`config.mk`:
```
export PLATFORM = sky130hd
export DESIGN_NAME = ethernet_protocol_class_counter
export DESIGN_NICKNAME = d
export VERILOG_FILES = /design/src/rtl/epcc_pkg.sv /design/src/rtl/ethernet_protocol_class_counter.sv /design/src/rtl/epcc_classify.sv /design/src/rtl/epcc_counters.sv
export VERILOG_INCLUDE_DIRS = /design/src /design/src/rtl
export SDC_FILE = /design/constraint.sdc
export NUM_CORES = 1
export LEC_CHECK = 0
export BUFFER_PORTS_ARGS = -buffer_cell sky130_fd_sc_hd__buf_2
export CAP_MARGIN = 20
export CORE_MARGIN = 2
export CORE_UTILIZATION = 40
export DETAILED_ROUTE_END_ITERATION = 7
export HOLD_SLACK_MARGIN = 0.05
export SKIP_LAST_GASP = 1
export SYNTH_ARGS = -nofsm -noshare
export SYNTH_HDL_FRONTEND = slang
export SYNTH_SLANG_ARGS = --single-unit
```
`constraint.sdc`:
```
create_clock -name clk -period 12.98 [get_ports clk]
set_input_delay 0.649 -clock clk [delete_from_list [all_inputs] [get_ports clk]]
set_output_delay 0.649 -clock clk [all_outputs]
set_load 0.01 [all_outputs]
```
`src/rtl/ethernet_protocol_class_counter_defines.svh`:
```
// Assertion macros for the RTL file that checks its own logic.
`ifndef ETHERNET_PROTOCOL_CLASS_COUNTER_DEFINES_SVH
`define ETHERNET_PROTOCOL_CLASS_COUNTER_DEFINES_SVH

`ifndef SYNTHESIS

// The consequent must hold in the same cycle as the antecedent.
`define EPCC_ASSERT_SAME(label, clk, rst, ante, cons) \
  label: assert property (@(posedge clk) disable iff (rst) (ante) |-> (cons)) \
    else $error("assertion failed");

// The consequent must hold in the cycle after the antecedent.
`define EPCC_ASSERT_NEXT(label, clk, rst, ante, cons) \
  label: assert property (@(posedge clk) disable iff (rst) (ante) |=> (cons)) \
    else $error("assertion failed");

`else

`define EPCC_ASSERT_SAME(label, clk, rst, ante, cons)
`define EPCC_ASSERT_NEXT(label, clk, rst, ante, cons)

`endif

`endif

```
`src/rtl/epcc_pkg.sv`:
```
package epcc_pkg;

  // Sizes of the counter bank.
  localparam int NUM_CATEGORIES = 7;
  localparam int COUNT_WIDTH    = 64;
  localparam int CAT_W          = 3;
  localparam int POS_W          = 6;
  localparam int LEN_W          = POS_W + 1;

  // Packed stream widths.
  localparam int S_TDATA_W = 16;
  localparam int M_TDATA_W = 72;

  // Byte positions and length limits within a frame.
  localparam logic [POS_W-1:0] POS_SAT      = 6'd54;
  localparam logic [POS_W-1:0] POS_ETYPE_HI = 6'd12;
  localparam logic [POS_W-1:0] POS_ETYPE_LO = 6'd13;
  localparam logic [POS_W-1:0] POS_V6_NEXT  = 6'd20;
  localparam logic [POS_W-1:0] POS_V4_PROTO = 6'd23;
  localparam logic [LEN_W-1:0] ETH_MIN_LEN  = 7'd14;
  localparam logic [LEN_W-1:0] IPV4_MIN_LEN = 7'd34;
  localparam logic [LEN_W-1:0] IPV6_MIN_LEN = 7'd54;

  // Ethertype and protocol numbers.
  localparam logic [15:0] ETYPE_IPV4 = 16'h0800;
  localparam logic [15:0] ETYPE_ARP  = 16'h0806;
  localparam logic [15:0] ETYPE_IPV6 = 16'h86DD;
  localparam logic [7:0]  PROTO_ICMP   = 8'd1;
  localparam logic [7:0]  PROTO_TCP    = 8'd6;
  localparam logic [7:0]  PROTO_UDP    = 8'd17;
  localparam logic [7:0]  PROTO_ICMPV6 = 8'd58;

  // Request and reply kinds carried in tuser.
  localparam logic REQ_FRAME = 1'b0;
  localparam logic REQ_READ  = 1'b1;

  typedef enum logic [CAT_W-1:0] {
    CAT_MISC     = 3'd0,
    CAT_ARP      = 3'd1,
    CAT_TCP      = 3'd2,
    CAT_UDP      = 3'd3,
    CAT_CTRL_MSG = 3'd4,
    CAT_V4_OTHER = 3'd5,
    CAT_V6_OTHER = 3'd6
  } category_t;

  // Access to the counter bank for one beat.
  typedef struct packed {
    logic             rd;
    logic             inc;
    logic [CAT_W-1:0] idx;
  } cnt_req_t;

endpackage

```
`src/rtl/ethernet_protocol_class_counter.sv`:
```
// Classifies received Ethernet frames by ethertype and L4 protocol into seven
// categories and keeps a 64-bit wrapping counter per category. Frame bytes
// enter one beat per byte (tuser low, tlast on the final byte); a beat with
// tuser high is a counter read and returns the counter chosen by its index.
// A taken beat waits in the input register until it can move on; its result is
// then loaded into the result register, offered from there, and leaves at an
// edge where tready is high. One beat is taken every cycle while the result
// side keeps up. Frame bytes other than the last produce no result and pass
// even while a result waits.
`include "ethernet_protocol_class_counter_defines.svh"

module ethernet_protocol_class_counter
  import epcc_pkg::*;
(
  input  logic                 clk,
  input  logic                 rst,
  input  logic                 s_axis_tvalid,
  output logic                 s_axis_tready,
  input  logic [S_TDATA_W-1:0] s_axis_tdata,  // frame_byte[7:0], read_index[10:8], zeros
  input  logic                 s_axis_tlast,  // frame_last
  input  logic                 s_axis_tuser,  // req_type
  output logic                 m_axis_tvalid,
  input  logic                 m_axis_tready,
  output logic [M_TDATA_W-1:0] m_axis_tdata,  // category[2:0], count_value[66:3], zeros
  output logic                 m_axis_tuser   // reply_kind
);

  // Input register.
  logic             in_valid;
  logic             in_req;
  logic [7:0]       in_byte;
  logic             in_last;
  logic [CAT_W-1:0] in_idx;

  // Result register.
  logic                   out_valid;
  logic                   out_kind;
  logic [CAT_W-1:0]       out_cat;
  logic [COUNT_WIDTH-1:0] out_count;

  logic                   in_take;
  logic                   has_result;
  logic                   proc_fire;
  logic                   out_load;
  category_t              frame_cat;
  cnt_req_t               cnt_req;
  logic [COUNT_WIDTH-1:0] cnt_value;

  // A beat moves on when it yields no result or the result register frees up.
  always_comb begin
    has_result    = (in_req == REQ_READ) || in_last;
    proc_fire     = in_valid && (!has_result || !out_valid || m_axis_tready);
    out_load      = proc_fire && has_result;
    s_axis_tready = !in_valid || proc_fire;
    in_take       = s_axis_tvalid && s_axis_tready;
  end

  always_ff @(posedge clk) begin
    if (rst) begin
      in_valid <= 1'b0;
    end else if (in_take) begin
      in_valid <= 1'b1;
    end else if (proc_fire) begin
      in_valid <= 1'b0;
    end
  end

  always_ff @(posedge clk) begin
    if (in_take) begin
      in_req  <= s_axis_tuser;
      in_byte <= s_axis_tdata[7:0];
      in_last <= s_axis_tlast;
      in_idx  <= s_axis_tdata[10:8];
    end
  end

  epcc_classify u_classify (
    .clk        (clk),
    .rst        (rst),
    .step       (proc_fire && (in_req == REQ_FRAME)),
    .frame_byte (in_byte),
    .frame_last (in_last),
    .category   (frame_cat)
  );

  // Counter access: a read at the request index, or an update at frame end.
  always_comb begin
    cnt_req.rd  = proc_fire && (in_req == REQ_READ);
    cnt_req.inc = proc_fire && (in_req == REQ_FRAME) && in_last;
    cnt_req.idx = (in_req == REQ_READ) ? in_idx : CAT_W'(frame_cat);
  end

  epcc_counters u_counters (
    .clk         (clk),
    .rst         (rst),
    .req         (cnt_req),
    .count_value (cnt_value)
  );

  // Result register control.
  always_ff @(posedge clk) begin
    if (rst) begin
      out_valid <= 1'b0;
    end else if (out_load) begin
      out_valid <= 1'b1;
    end else if (m_axis_tready) begin
      out_valid <= 1'b0;
    end
  end

  always_ff @(posedge clk) begin
    if (out_load) begin
      out_kind  <= cnt_req.rd ? REQ_READ : REQ_FRAME;
      out_cat   <= cnt_req.idx;
      out_count <= cnt_value;
    end
  end

  assign m_axis_tvalid = out_valid;
  assign m_axis_tuser  = out_kind;
  assign m_axis_tdata  = {{(M_TDATA_W - COUNT_WIDTH - CAT_W){1'b0}}, out_count, out_cat};

  // A new result only ever comes from a beat that was just processed.
  `EPCC_ASSERT_NEXT(a_load_source, clk, rst, !out_valid && !out_load, !m_axis_tvalid)
  // A read of the unused index returns zero.
  `EPCC_ASSERT_SAME(a_unused_idx_zero, clk, rst,
                    out_valid && (out_kind == REQ_READ) && (out_cat == 3'd7), out_count == '0)
  // A frame is never classified into the unused index.
  `EPCC_ASSERT_SAME(a_frame_cat_range, clk, rst,
                    out_valid && (out_kind == REQ_FRAME), out_cat != 3'd7)

endmodule

```
`src/rtl/epcc_classify.sv`:
```
module epcc_classify
  import epcc_pkg::*;
(
  input  logic      clk,
  input  logic      rst,
  input  logic      step,
  input  logic [7:0] frame_byte,
  input  logic      frame_last,
  output category_t category
);

  logic [POS_W-1:0] byte_position;
  logic [15:0]      ether_type;
  logic [7:0]       protocol_byte_v4;
  logic [7:0]       next_header_v6;

  logic [15:0]      ether_type_next;
  logic [7:0]       protocol_byte_v4_next;
  logic [7:0]       next_header_v6_next;
  logic [LEN_W-1:0] frame_len;

  // Header fields as they stand once this byte is captured.
  always_comb begin
    ether_type_next = ether_type;
    if (byte_position == POS_ETYPE_HI) begin
      ether_type_next = {frame_byte, ether_type[7:0]};
    end
    if (byte_position == POS_ETYPE_LO) begin
      ether_type_next = {ether_type[15:8], frame_byte};
    end
    next_header_v6_next = (byte_position == POS_V6_NEXT) ? frame_byte : next_header_v6;
    protocol_byte_v4_next = (byte_position == POS_V4_PROTO) ? frame_byte : protocol_byte_v4;
    frame_len = {1'b0, byte_position} + LEN_W'(1);
  end

  // Category of a frame ending on this byte.
  always_comb begin
    category = CAT_MISC;
    if (frame_len >= ETH_MIN_LEN) begin
      if (ether_type_next == ETYPE_ARP) begin
        category = CAT_ARP;
      end else if (ether_type_next == ETYPE_IPV4) begin
        if (frame_len >= IPV4_MIN_LEN) begin
          if (protocol_byte_v4_next == PROTO_TCP) begin
            category = CAT_TCP;
          end else if (protocol_byte_v4_next == PROTO_UDP) begin
            category = CAT_UDP;
          end else if (protocol_byte_v4_next == PROTO_ICMP) begin
            category = CAT_CTRL_MSG;
          end else begin
            category = CAT_V4_OTHER;
          end
        end
      end else if (ether_type_next == ETYPE_IPV6) begin
        category = CAT_V6_OTHER;
        if (frame_len >= IPV6_MIN_LEN) begin
          if (next_header_v6_next == PROTO_TCP) begin
            category = CAT_TCP;
          end else if (next_header_v6_next == PROTO_UDP) begin
            category = CAT_UDP;
          end else if (next_header_v6_next == PROTO_ICMPV6) begin
            category = CAT_CTRL_MSG;
          end
        end
      end
    end
  end

  // Frame capture state; cleared at the end of each frame.
  always_ff @(posedge clk) begin
    if (rst) begin
      byte_position    <= '0;
      ether_type       <= '0;
      protocol_byte_v4 <= '0;
      next_header_v6   <= '0;
    end else if (step) begin
      if (frame_last) begin
        byte_position    <= '0;
        ether_type       <= '0;
        protocol_byte_v4 <= '0;
        next_header_v6   <= '0;
      end else begin
        ether_type       <= ether_type_next;
        protocol_byte_v4 <= protocol_byte_v4_next;
        next_header_v6   <= next_header_v6_next;
        if (byte_position < POS_SAT) begin
          byte_position <= byte_position + POS_W'(1);
        end
      end
    end
  end

endmodule

```
`src/rtl/epcc_counters.sv`:
```
module epcc_counters
  import epcc_pkg::*;
(
  input  logic                   clk,
  input  logic                   rst,
  input  cnt_req_t               req,
  output logic [COUNT_WIDTH-1:0] count_value
);

  logic [COUNT_WIDTH-1:0] counters [NUM_CATEGORIES];
  logic                   idx_ok;
  logic [COUNT_WIDTH-1:0] cur_value;
  logic [COUNT_WIDTH-1:0] inc_value;

  // One read port; an index past the last category reads as zero.
  always_comb begin
    idx_ok    = 32'(req.idx) < NUM_CATEGORIES;
    cur_value = idx_ok ? counters[req.idx] : '0;
    inc_value = cur_value + COUNT_WIDTH'(1);
    count_value = req.inc ? inc_value : cur_value;
  end

  // Increment the addressed counter at the end of a frame.
  always_ff @(posedge clk) begin
    if (rst) begin
      for (int i = 0; i < NUM_CATEGORIES; i++) begin
        counters[i] <= '0;
      end
    end else if (req.inc && idx_ok) begin
      counters[req.idx] <= inc_value;
    end
  end

endmodule

```
======== Word-level counts from Yosys, hierarchy flattened ========
Memory sizes are Yosys's and may differ from the RTL's.
Index checks and enable logic that the tools add are counted.
operators by class
  $add $sub $neg .......................... 3
  order comparisons ....................... 5
  equal/unequal tests ..................... 13
  multiplexer cells ....................... 37
  bitwise logic cells ..................... 1
  reduce and logical (&&, ||, !) cells .... 19
operators with widths
  cell                                                                                  number
  64-bit 2-to-1 mux                                                                     3
  64-bit by 1-bit adder with 64-bit output (second input constant)                      1
  64-bit OR reduction                                                                   1
  16-bit 2-to-1 mux                                                                     3
  3-bit 2-to-1 mux                                                                      12
  16-bit by 12-bit equality test with 1-bit output (second input constant)              2
  8-bit 2-to-1 mux                                                                      4
  16-bit equality test (second input constant)                                          1
  8-bit by 3-bit equality test with 1-bit output (second input constant)                2
  8-bit by 5-bit equality test with 1-bit output (second input constant)                2
  7-bit by 6-bit greater-or-equal comparator with 1-bit output (second input constant)  2
  6-bit by 4-bit equality test with 1-bit output (second input constant)                2
  6-bit by 5-bit equality test with 1-bit output (second input constant)                2
  1-bit 2-to-1 mux                                                                      12
  6-bit 2-to-1 mux                                                                      2
  8-bit by 1-bit equality test with 1-bit output (second input constant)                1
  8-bit by 6-bit equality test with 1-bit output (second input constant)                1
  6-bit by 1-bit adder with 7-bit output (second input constant)                        1
  7-bit by 4-bit greater-or-equal comparator with 1-bit output (second input constant)  1
  1-bit logical AND                                                                     7
  6-bit by 1-bit adder with 6-bit output (second input constant)                        1
  6-bit less-than comparator (second input constant)                                    1
  2-bit nonzero test                                                                    3
  1-bit logical OR                                                                      4
  other kinds (5)                                                                       7
word-level totals
  register bits ........................... 121
  memory bits (writable) .................. 448
  output and inout bits ................... 75
  memories kept ........................... 1
memories
  name                 words  bits a word  read ports  clocked after Yosys merged registers in  write ports  line                 text
  u_counters.counters  7      64           1           0                                        7            epcc_counters.sv:10  logic [COUNT_WIDTH-1:0] counters [NUM_CATEGORIES];

======== Depth between registers and ports, before layout ========
Gate-level depths: netlist of run 1.
  depth after elaboration ................. 19
  depth in mapped cells ................... 25

======== Modules after synthesis ========
From an unflattened synthesis of run 1, not the netlist that was laid out.
unflattened totals
  cells, all modules ...................... 2478
  area, all modules ....................... 28626.2 sq um
by module, submodules not included
  module                           times used  cells an instance  area each (sq um)  seq. area each (sq um)
  epcc_counters                    1           2080               23658.9            13112.6
  ethernet_protocol_class_counter  1           107                2660.1             2472.4
  epcc_classify                    1           291                2307.2             760.7

======== Least setup slack after synthesis of run 1 ========
Ideal clock, no wire load.
  path kind ............................... reg-to-reg
  start point ............................. reg u_classify.byte_position[0]
  end point ............................... mem u_counters.counters[4][0] (enable)
  setup time .............................. 0.499 ns
  arrival ................................. 6.595 ns
  required time ........................... 12.481 ns
  path slack .............................. 5.885 ns
  stages on the path, launching flop included .. 15
  cells stage by stage .................... dfxtp_1 -> inv_1 -> ha_1 -> o22ai_1 -> a22oi_1 -> o32ai_2 -> nor3_4 -> nor2_4 -> clkbuf_1 -> buf_1 -> clkbuf_1 -> clkbuf_1 -> o21ai_0 -> clkbuf_1 -> o21bai_1
RTL lines
  what                    line                 text
  start, declared         epcc_classify.sv:12  logic [POS_W-1:0] byte_position;
  start signal, assigned  epcc_classify.sv:87  byte_position <= byte_position + POS_W'(1);
  end, declared           epcc_counters.sv:10

======== Final worst setup path of run 1 ========
  start point ............................. reg u_classify.byte_position[0]
  end point ............................... reg out_count[58], data pin
between the ends
  word-level cells in the longest chain between the ends .. 16
  elaborated cells between the ends (all ways) .. 39
  classes of those cells .................. add/sub (2); order compare (4); eq/ne (13); mux (19); memory (1)
RTL lines
  what                                                                                             line                                    text
  parallel branches: the longest is 10 deep, another holds 6-bit by 1-bit adder with 7-bit output  --
  3-bit 2-to-1 mux *                                                                               epcc_classify.sv:39                     if (frame_len >= ETH_MIN_LEN) begin
  3-bit 2-to-1 mux *                                                                               ethernet_protocol_class_counter.sv:90   cnt_req.idx = (in_req == REQ_READ) ? in_idx : CAT_W'(frame_cat);
  memory 7 x 64 bit or 3-bit less-than comparator (tied branches)                                  --
  64-bit 2-to-1 mux *                                                                              epcc_counters.sv:18                     cur_value = idx_ok ? counters[req.idx] : '0;
  64-bit by 1-bit adder with 64-bit output                                                         epcc_counters.sv:19                     inc_value = cur_value + COUNT_WIDTH'(1);
  64-bit 2-to-1 mux *                                                                              epcc_counters.sv:20                     count_value = req.inc ? inc_value : cur_value;
  named net cnt_value[58]                                                                          ethernet_protocol_class_counter.sv:47   logic [COUNT_WIDTH-1:0] cnt_value;
  end signal, assigned                                                                             ethernet_protocol_class_counter.sv:115  out_count <= cnt_value;
  end, declared                                                                                    ethernet_protocol_class_counter.sv:39   logic [COUNT_WIDTH-1:0] out_count;
Mark *: on every way through the listed nets, which the timed path passes.
A chain may end at the register's enable or synchronous reset.

==> results of run 1 <==
cell usage in the layout, fill, tap and decap left out, types with 10 or more instances in the layout:
| cell | Yosys | layout |
|---|---|---|
| sky130_fd_sc_hd__conb_1 | 1 | 25 |
| sky130_fd_sc_hd__dfxtp_1 | 104 | 104 |
| sky130_fd_sc_hd__nor4_1 | 32 | 31 |
| sky130_fd_sc_hd__nor2_1 | 442 | 438 |
| sky130_fd_sc_hd__a211oi_1 | 16 | 16 |
| sky130_fd_sc_hd__a21oi_1 | 89 | 89 |
| sky130_fd_sc_hd__clkbuf_16 | 0 | 74 |
| sky130_fd_sc_hd__nor4b_1 | 13 | 13 |
| sky130_fd_sc_hd__inv_1 | 42 | 40 |
| sky130_fd_sc_hd__o22ai_1 | 16 | 16 |
| sky130_fd_sc_hd__and3_1 | 39 | 39 |
| sky130_fd_sc_hd__xor2_1 | 57 | 57 |
| sky130_fd_sc_hd__and2_1 | 18 | 19 |
| sky130_fd_sc_hd__clkinv_2 | 0 | 12 |
| sky130_fd_sc_hd__buf_2 | 29 | 85 |
| sky130_fd_sc_hd__o21ai_1 | 12 | 12 |
| sky130_fd_sc_hd__and4_1 | 10 | 10 |
| sky130_fd_sc_hd__mux2i_1 | 80 | 80 |
| sky130_fd_sc_hd__nand2b_1 | 19 | 14 |
| sky130_fd_sc_hd__edfxtp_1 | 485 | 485 |
| sky130_fd_sc_hd__xnor2_1 | 66 | 66 |
| sky130_fd_sc_hd__nand4_1 | 40 | 40 |
| sky130_fd_sc_hd__buf_4 | 16 | 69 |
| sky130_fd_sc_hd__clkbuf_1 | 127 | 14 |
| sky130_fd_sc_hd__nand3_1 | 126 | 123 |
| sky130_fd_sc_hd__nand2_1 | 175 | 171 |
| sky130_fd_sc_hd__nand3b_1 | 26 | 26 |
| sky130_fd_sc_hd__mux2_2 | 42 | 42 |
| sky130_fd_sc_hd__a22oi_1 | 43 | 43 |
| sky130_fd_sc_hd__nor2b_1 | 10 | 10 |
| sky130_fd_sc_hd__o211ai_1 | 20 | 20 |
| sky130_fd_sc_hd__nor3_1 | 95 | 95 |
| sky130_fd_sc_hd__o21ai_0 | 155 | 154 |
flip-flops by register name, summed over array words and instances, names as in the netlist, 3 cells and up:
name                         count
in_byte                          8
in_idx                           3
out_cat                          3
out_count                       64
u_classify.byte_position         6
u_classify.ether_type           16
u_classify.next_header_v6        8
u_classify.protocol_byte_v4      8
u_counters.counters            468
through the flow:
step / std cells / power, mW / setup WS [ps]
6_report: 3741 / 4.48 / 3600
5_1_grt: 3741 / 4.60 / 3070
4_1_cts: 3739 / 4.50 / 3920
3_5_place_dp: 3617 / 2.49 / 3940
3_3_place_gp: 3617 / 2.49 / 4030
2_1_floorplan: 2708 / 2.36 / 5890
layout make-up:
class	instances	area [um2]
Sequential cell	589	16600
Timing Repair Buffer	155	971
Fill cell	6582	38700
Tap cell	950	1190
Inverter	43	164
Multi-Input combinational cell	1882	11500
Clock inverter	26	348
Clock buffer	96	2010
routing by layer:
layer  vias to the layer above  track usage [%]  routed length, um
li1                       9998                -                  -
met2                      1456             41.0              44800
met4                         2             13.4               5280
met5                         -                0                 13
met1                     11400             34.5              38400
met3                       338             5.10              10500
logic make-up after synthesis:
group	Yosys count	share of synthesized area, %
XOR/XNOR	123	3.73
multiplexers	129	4.96
flip-flops	589	57.6
AND/OR/NAND/NOR	1114	18.8
buffers and inverters	237	3.62
adder cells (fa/ha/maj)	5	0.217
AO/OA/AOI/OAI	486	11.0
other	1	0.0130
power groups by stage:
stage / Combinational (mW) / Sequential [mW] / Clock (mW)
2_1_floorplan: 0.194 / 2.17 / 0
3_3_place_gp: 0.320 / 2.17 / 0
3_5_place_dp: 0.324 / 2.17 / 0
4_1_cts: 0.326 / 2.13 / 2.04
5_1_grt: 0.349 / 2.14 / 2.11
6_report: 0.333 / 2.13 / 2.02
final timing paths:
kind	cells past startpoint	slack (ps)	endpoint	startpoint
setup / recovery	17	3600	out_count[58]$_DFFE_PP_	u_classify.byte_position[0]$_SDFFE_PP0P_
hold / removal	1	210	in_idx[1]$_DFFE_PP_	s_axis_tdata[9]
setup reg to reg	17	3600	out_count[58]$_DFFE_PP_	u_classify.byte_position[0]$_SDFFE_PP0P_
hold reg to reg	2	430	u_counters.counters[6][57]$_SDFFE_PP0P_	u_counters.counters[6][57]$_SDFFE_PP0P_
==> impl_summary.log, run 1 <==
INFO  metric yosys-top-cells-count = sky130_fd_sc_hd__edfxtp_1 (485), sky130_fd_sc_hd__nor2_1 (442), sky130_fd_sc_hd__nand2_1 (175)
INFO  metric power.internal = 3.44 mW
INFO  metric post_cts.repair.setup_buffers = 0
INFO  metric critical_setup_path_kind = reg2reg
INFO  metric cts_tree = built
INFO  metric avgSynthCellArea = 10.8 um2
INFO  metric drive_above_1_share = 13.8%
INFO  metric worstSetupStartpointType = register
INFO  metric vias = 23200
INFO  metric stdcell_area = 32800 um2
INFO  metric path_buf_inv = 3
INFO  metric relative_contribution_of_sequential_cells_to_total_power = 47.5%
INFO  metric synth_async_sr_flop_share = 0%
INFO  metric globalRoute.totalOverflow = 0
INFO  metric power_switching = 1.04 mW
INFO  metric finalHoldViolCount = 0
INFO  metric timing.critical_path.fanout_max = 46
INFO  metric cts_max_level = 3
INFO  metric clk_latency = 610 ps
INFO  metric static-leakage-power = 11.3 nW
INFO  metric die_outline_area = 74400 um2
INFO  metric floorplan.die.width = 273 um
INFO  metric port_buffers = 86
INFO  metric final_max_tran_viols = 0
INFO  metric power.switching_fraction = 23.3%
INFO  metric worst_slew_pin_slew = 1160 ps
INFO  metric post-route-drc-count = 0
INFO  metric grt_start_max_net_pins = 85
INFO  metric start_util = 40.4%
INFO  metric fin_nets = 2764
INFO  metric worst_path_cell_trace = ha_1, inv_1, or4_1, a21oi_1, nor4b_2, a311o_1, nand2_2, inv_2, buf_4, nor2_1, a22o_1, nor3_1, o211ai_1, nor3_2, nand4_1, nor4b_1, xnor2_1
INFO  metric number_of_top_level_pins = 97
INFO  metric core-area = 71500 um2
INFO  metric hold_path_class = in2reg
INFO  metric hpwl = 58000 um
INFO  metric skew = 16.8 ps
INFO  metric synth.lib_cells_used.distinct = 99
INFO  metric viasPerCell = 6.20
INFO  metric synthToLayoutAreaGrowth = 13.6%
INFO  metric max_cap_viol_count = 0
INFO  metric global_route_wire_length_before_repair = 145000 um
INFO  metric report.final.setup_viol = 0
INFO  metric rows = 98
INFO  metric drt_first_iter_violations = 3304
INFO  metric finish.utilization = 45.9%
INFO  metric relSlewSlack = 22.3%
INFO  metric cts_hold_buf = 0
INFO  metric cp_data_arrival_time = 9700 ps
INFO  metric synth_largest_type_area_fraction = 50.4%
INFO  metric layout_worst_path_cycle_share = 72.3%
INFO  metric clock_sink_count = 589
INFO  metric power-per-cell-area = 137 nW/um2
INFO  metric ctsRootBufferMaster = sky130_fd_sc_hd__clkbuf_16
INFO  metric data_required_time_of_the_worst_path = 13300 ps
INFO  metric cpPeakStageDelay = 1030 ps
INFO  metric routed_wire_length_per_instance = 26.5 um
INFO  metric post-synth-top-count-cell = sky130_fd_sc_hd__edfxtp_1
INFO  metric antenna_violating_nets_post_route = 0
INFO  metric path_delay_family = simple AND/OR/NAND/NOR gates
INFO  metric cell_at_the_slowest_stage_of_the_critical_path = sky130_fd_sc_hd__nor3_2
INFO  metric fmaxAchievable = 107 MHz
INFO  metric share_clk_of_total_power = 45.0%
INFO  metric finalCriticalPeriod = 9380 ps
INFO  metric cts_max_path_buffers = 3
INFO  metric clk_transition_reported_paths = 60 ps
INFO  metric dpl_cell_area = 30400 um2
INFO  metric grt_antenna_before_repair = 1
INFO  metric post_synth_edffs = 485
INFO  metric fin_worst_hold_slack = 213 ps
INFO  metric routed_wl = 99100 um
INFO  metric setup_repair_after_global_routing_missed_its_margin = no
INFO  metric tns = 0 ps
INFO  metric yosys-top-cells-area = sky130_fd_sc_hd__edfxtp_1 (50%), sky130_fd_sc_hd__dfxtp_1 (7.2%), sky130_fd_sc_hd__nor2_1 (5.7%)
INFO  metric gr-usage-all-layers = 26.1%
INFO  metric ir_drop = 0.0893 mV
INFO  metric routabilityCongestion = 0.907
INFO  metric dominantRegCellSynth = sky130_fd_sc_hd__edfxtp_1
INFO  metric synthesis.yosys.warnings = 0
INFO  metric comb_power_share = 7.4%
INFO  metric setup.worst_path.end_class = register
INFO  metric postSynthRegisterBits = 589
INFO  metric top_cell_type_by_total_area_after_synthesis = sky130_fd_sc_hd__edfxtp_1
INFO  metric die_h = 273 um
INFO  metric synth_sequential_area_ratio = 57.6%
INFO  metric drtPass1Iterations = 6
INFO  metric post_synth_instance_area = 28900 um2
INFO  metric run_status = complete, no violations
INFO  metric first_global_vias = 22100
INFO  metric syn-instance-count = 2684
INFO  metric cts_repair_resize_count = 0
INFO  metric insertedDiodeCount = 0
INFO  metric cts_made_buffers = 66
Power figures use the tool's default switching activity.
==> run 2, diff against run 1 <==
==> constraint.sdc (replaced) <==
create_clock -name clk -period 8.26 [get_ports clk]
set_input_delay 0.413 -clock clk [delete_from_list [all_inputs] [get_ports clk]]
set_output_delay 0.413 -clock clk [all_outputs]
set_load 0.01 [all_outputs]
==> run 2 against run 1 <==
  * Via count rose by 1.5%
  * Die area did not move
  * Clock power rose by 49%
  * Clock skew rose by 15 ps
  * Final cell count rose by 1.6%
  * Core utilization rose by 0.45 points
  * Highest routed layer is now met4
==> impl_summary.log, run 2 (same netlist as run 1, synthesis figures left out) <==
INFO  metric routabilityCongestion = 0.954 (+5.2%)
INFO  metric place_inst = 3659 (+1.2%)
INFO  metric cts_max_level = 3 (unchanged)
INFO  metric stdcell_area = 33100 um2 (+0.98%)
INFO  metric fin_total_pwr = 6.89 mW (+54%)
INFO  metric relSlewSlack = 19.3% (-3.1 points)
INFO  metric cts_made_buffers = 66 (unchanged)
INFO  metric number_of_top_level_pins = 97 (unchanged)
INFO  metric path_delay_family = compound AO/OA/AOI/OAI gates
INFO  metric top_regs = u_counters.counters (468), out_count (64), u_classify.ether_type (16)
INFO  metric path_buf_inv = 2 (-1)
INFO  metric core-area = 71500 um2 (unchanged)
INFO  metric routed_wl = 101000 um (+1.7%)
INFO  metric final_max_tran_viols = 0 (unchanged)
INFO  metric ir_drop = 0.144 mV (+61%)
INFO  metric ctsRootBufferMaster = sky130_fd_sc_hd__clkbuf_16
INFO  metric drt_first_iter_violations = 3353 (+1.5%)
INFO  metric tns = 0 ps (unchanged)
INFO  metric worst_path_cell_trace = ha_1, nor2b_1, o22ai_1, a22oi_1, o32ai_2, o32a_2, nand2_4, inv_2, buf_4, mux2i_1, a211o_1, a2111oi_0, nand4b_1, nor4_2, and3_1, xor2_1, nor2_1
INFO  metric global_route_wire_length_before_repair = 148000 um (+2.4%)
INFO  metric start_util = 40.4% (unchanged)
INFO  metric antenna_violating_nets_post_route = 0 (unchanged)
INFO  metric floorplan.die.width = 273 um (unchanged)
INFO  metric sequential_cell_area = 16600 um2 (unchanged)
INFO  metric critical_setup_path_kind = reg2reg
INFO  metric filler_cell_count = 6555 (-0.41%)
INFO  metric setup_repair_after_global_routing_missed_its_margin = no
INFO  metric fin_nets = 2820 (+2.0%)
INFO  metric post-route-drc-count = 0 (unchanged)
INFO  metric setup.worst_path.end_class = register
INFO  metric port_buffers = 86 (unchanged)
INFO  metric largest_reg_flops = 468 (unchanged)
INFO  metric clk_latency = 610 ps (about the same)
INFO  metric fin_worst_hold_slack = 162 ps (-51.4 ps)
INFO  metric skew = 31.4 ps (+14.6 ps)
INFO  metric drtPass1Iterations = 5 (-1)
INFO  metric grt_antenna_before_repair = 2 (+1)
INFO  metric drive_above_1_share = 14.6% (+0.79 points)
INFO  metric cp_data_arrival_time = 7710 ps (-1990 ps)
INFO  metric fin_cells = 3800 (+1.6%)
INFO  metric routed_wire_length_per_instance = 26.5 um (+0.14%)
INFO  metric power-per-cell-area = 208 nW/um2 (+52%)
INFO  metric clk_transition_reported_paths = 60 ps (about the same)
INFO  metric first_global_vias = 22800 (+3.3%)
INFO  metric synthToLayoutAreaGrowth = 14.7%
INFO  metric finalCriticalPeriod = 7400 ps (-1980 ps)
INFO  metric run_status = complete, no violations
INFO  metric rows = 98 (unchanged)
INFO  metric dpl_cell_area = 30800 um2 (+1.2%)
INFO  metric data_required_time_of_the_worst_path = 8560 ps (-4740 ps)
INFO  metric static-leakage-power = 11.5 nW (+1.8%)
INFO  metric viasPerCell = 6.20 (about the same)
INFO  metric worstSetupStartpointType = register
INFO  metric fmaxAchievable = 135 MHz (+27%)
INFO  metric die_outline_area = 74400 um2 (unchanged)
INFO  metric grt_start_max_net_pins = 65 (-24%)
INFO  metric worst_slew_pin_slew = 1210 ps (+51.0 ps)
INFO  metric cell_at_the_slowest_stage_of_the_critical_path = sky130_fd_sc_hd__o32a_2
INFO  metric hpwl = 61200 um (+5.6%)
INFO  metric clock_sink_count = 589 (unchanged)
INFO  metric hold_path_class = in2reg
INFO  metric globalRoute.totalOverflow = 0 (unchanged)
INFO  metric max_cap_viol_count = 0 (unchanged)
INFO  metric multi_input_area = 11500 um2 (unchanged)
INFO  metric report.final.setup_viol = 0 (unchanged)
INFO  metric vias = 23500 (+1.5%)
INFO  metric layout_common_cells = sky130_fd_sc_hd__edfxtp_1 (485), sky130_fd_sc_hd__nor2_1 (438), sky130_fd_sc_hd__nand2_1 (171)
INFO  metric gr-usage-all-layers = 26.7% (+0.53 points)
INFO  metric cpPeakStageDelay = 660 ps (-370 ps)
INFO  metric mostFrequentLayoutCell = sky130_fd_sc_hd__edfxtp_1
INFO  metric cts_max_path_buffers = 3 (unchanged)
INFO  metric die_h = 273 um (unchanged)
INFO  metric regMostFlops = u_counters.counters
INFO  metric cts_tree = built
INFO  metric finalHoldViolCount = 0 (unchanged)
INFO  metric layout_worst_path_cycle_share = 89.6% (+17 points)
INFO  metric cts_repair_resize_count = 0 (unchanged)
INFO  metric timing.critical_path.fanout_max = 24 (-48%)
-- run 2: timing repair --
item                                   4_1_cts  5_1_grt
hold buffers                                14        0
buffers inserted                             0        0
endpoints found under the hold margin       14        0
-- run 2: power breakdown --
part | switching, mW | internal [mW] | total, mW
Combinational | 0.390 | 0.155 | 0.545
Sequential | 0.0373 | 3.31 | 3.35
Clock | 1.20 | 1.79 | 3.00
-- run 2: layer usage --
layer | up-vias | GRT usage, % | wire length (um)
met5 | - | 0 | 0
met4 | 0 | 12.7 | 4640
met3 | 298 | 4.68 | 10900
met2 | 1525 | 42.2 | 45800
met1 | 11600 | 35.6 | 39400
li1 | 10100 | - | -
-- run 2: tightest hold or removal path: cells and delay by family --
| kind | cells | cell delay (ps) |
|---|---|---|
| compound gates | 1 | 70 |
| buf+inv | 1 | 90 |
| simple gates | 1 | 130 |
-- run 2: layout make-up --
| class | instances | share of cell area [%] |
|---|---|---|
| sequential | 589 | 50.2 |
| inverter | 43 | 0.495 |
| clock inverter | 17 | 0.563 |
| tap | 950 | 3.59 |
| timing repair buffer | 211 | 4.38 |
| clock buffer | 104 | 6.05 |
| multi-input combinational | 1882 | 34.7 |
| antenna | 4 | 0.0302 |
-- run 2: per-stage QoR --
step / util [%] / setup WS (ps)
floorplan: - / 1170
detailed placement: 43.1 / 1040
finish: 46.4 / 857
global placement: 43.1 / 1260
CTS: 46.3 / 1030
global route: 46.3 / 496
-- run 2: final timing paths --
| path | cells past startpoint | endpoint | from | slack, ps |
|---|---|---|---|---|
| hold / removal | 3 | m_axis_tvalid$_SDFFE_PP0P_ | m_axis_tready | 160 |
| setup reg to reg | 17 | u_counters.counters[0][46]$_SDFFCE_PN0P_ | u_classify.byte_position[0]$_SDFFE_PP0P_ | 860 |
| hold reg to reg | 2 | u_counters.counters[6][54]$_SDFFE_PP0P_ | u_counters.counters[6][54]$_SDFFE_PP0P_ | 450 |
| setup / recovery | 17 | u_counters.counters[0][46]$_SDFFCE_PN0P_ | u_classify.byte_position[0]$_SDFFE_PP0P_ | 860 |
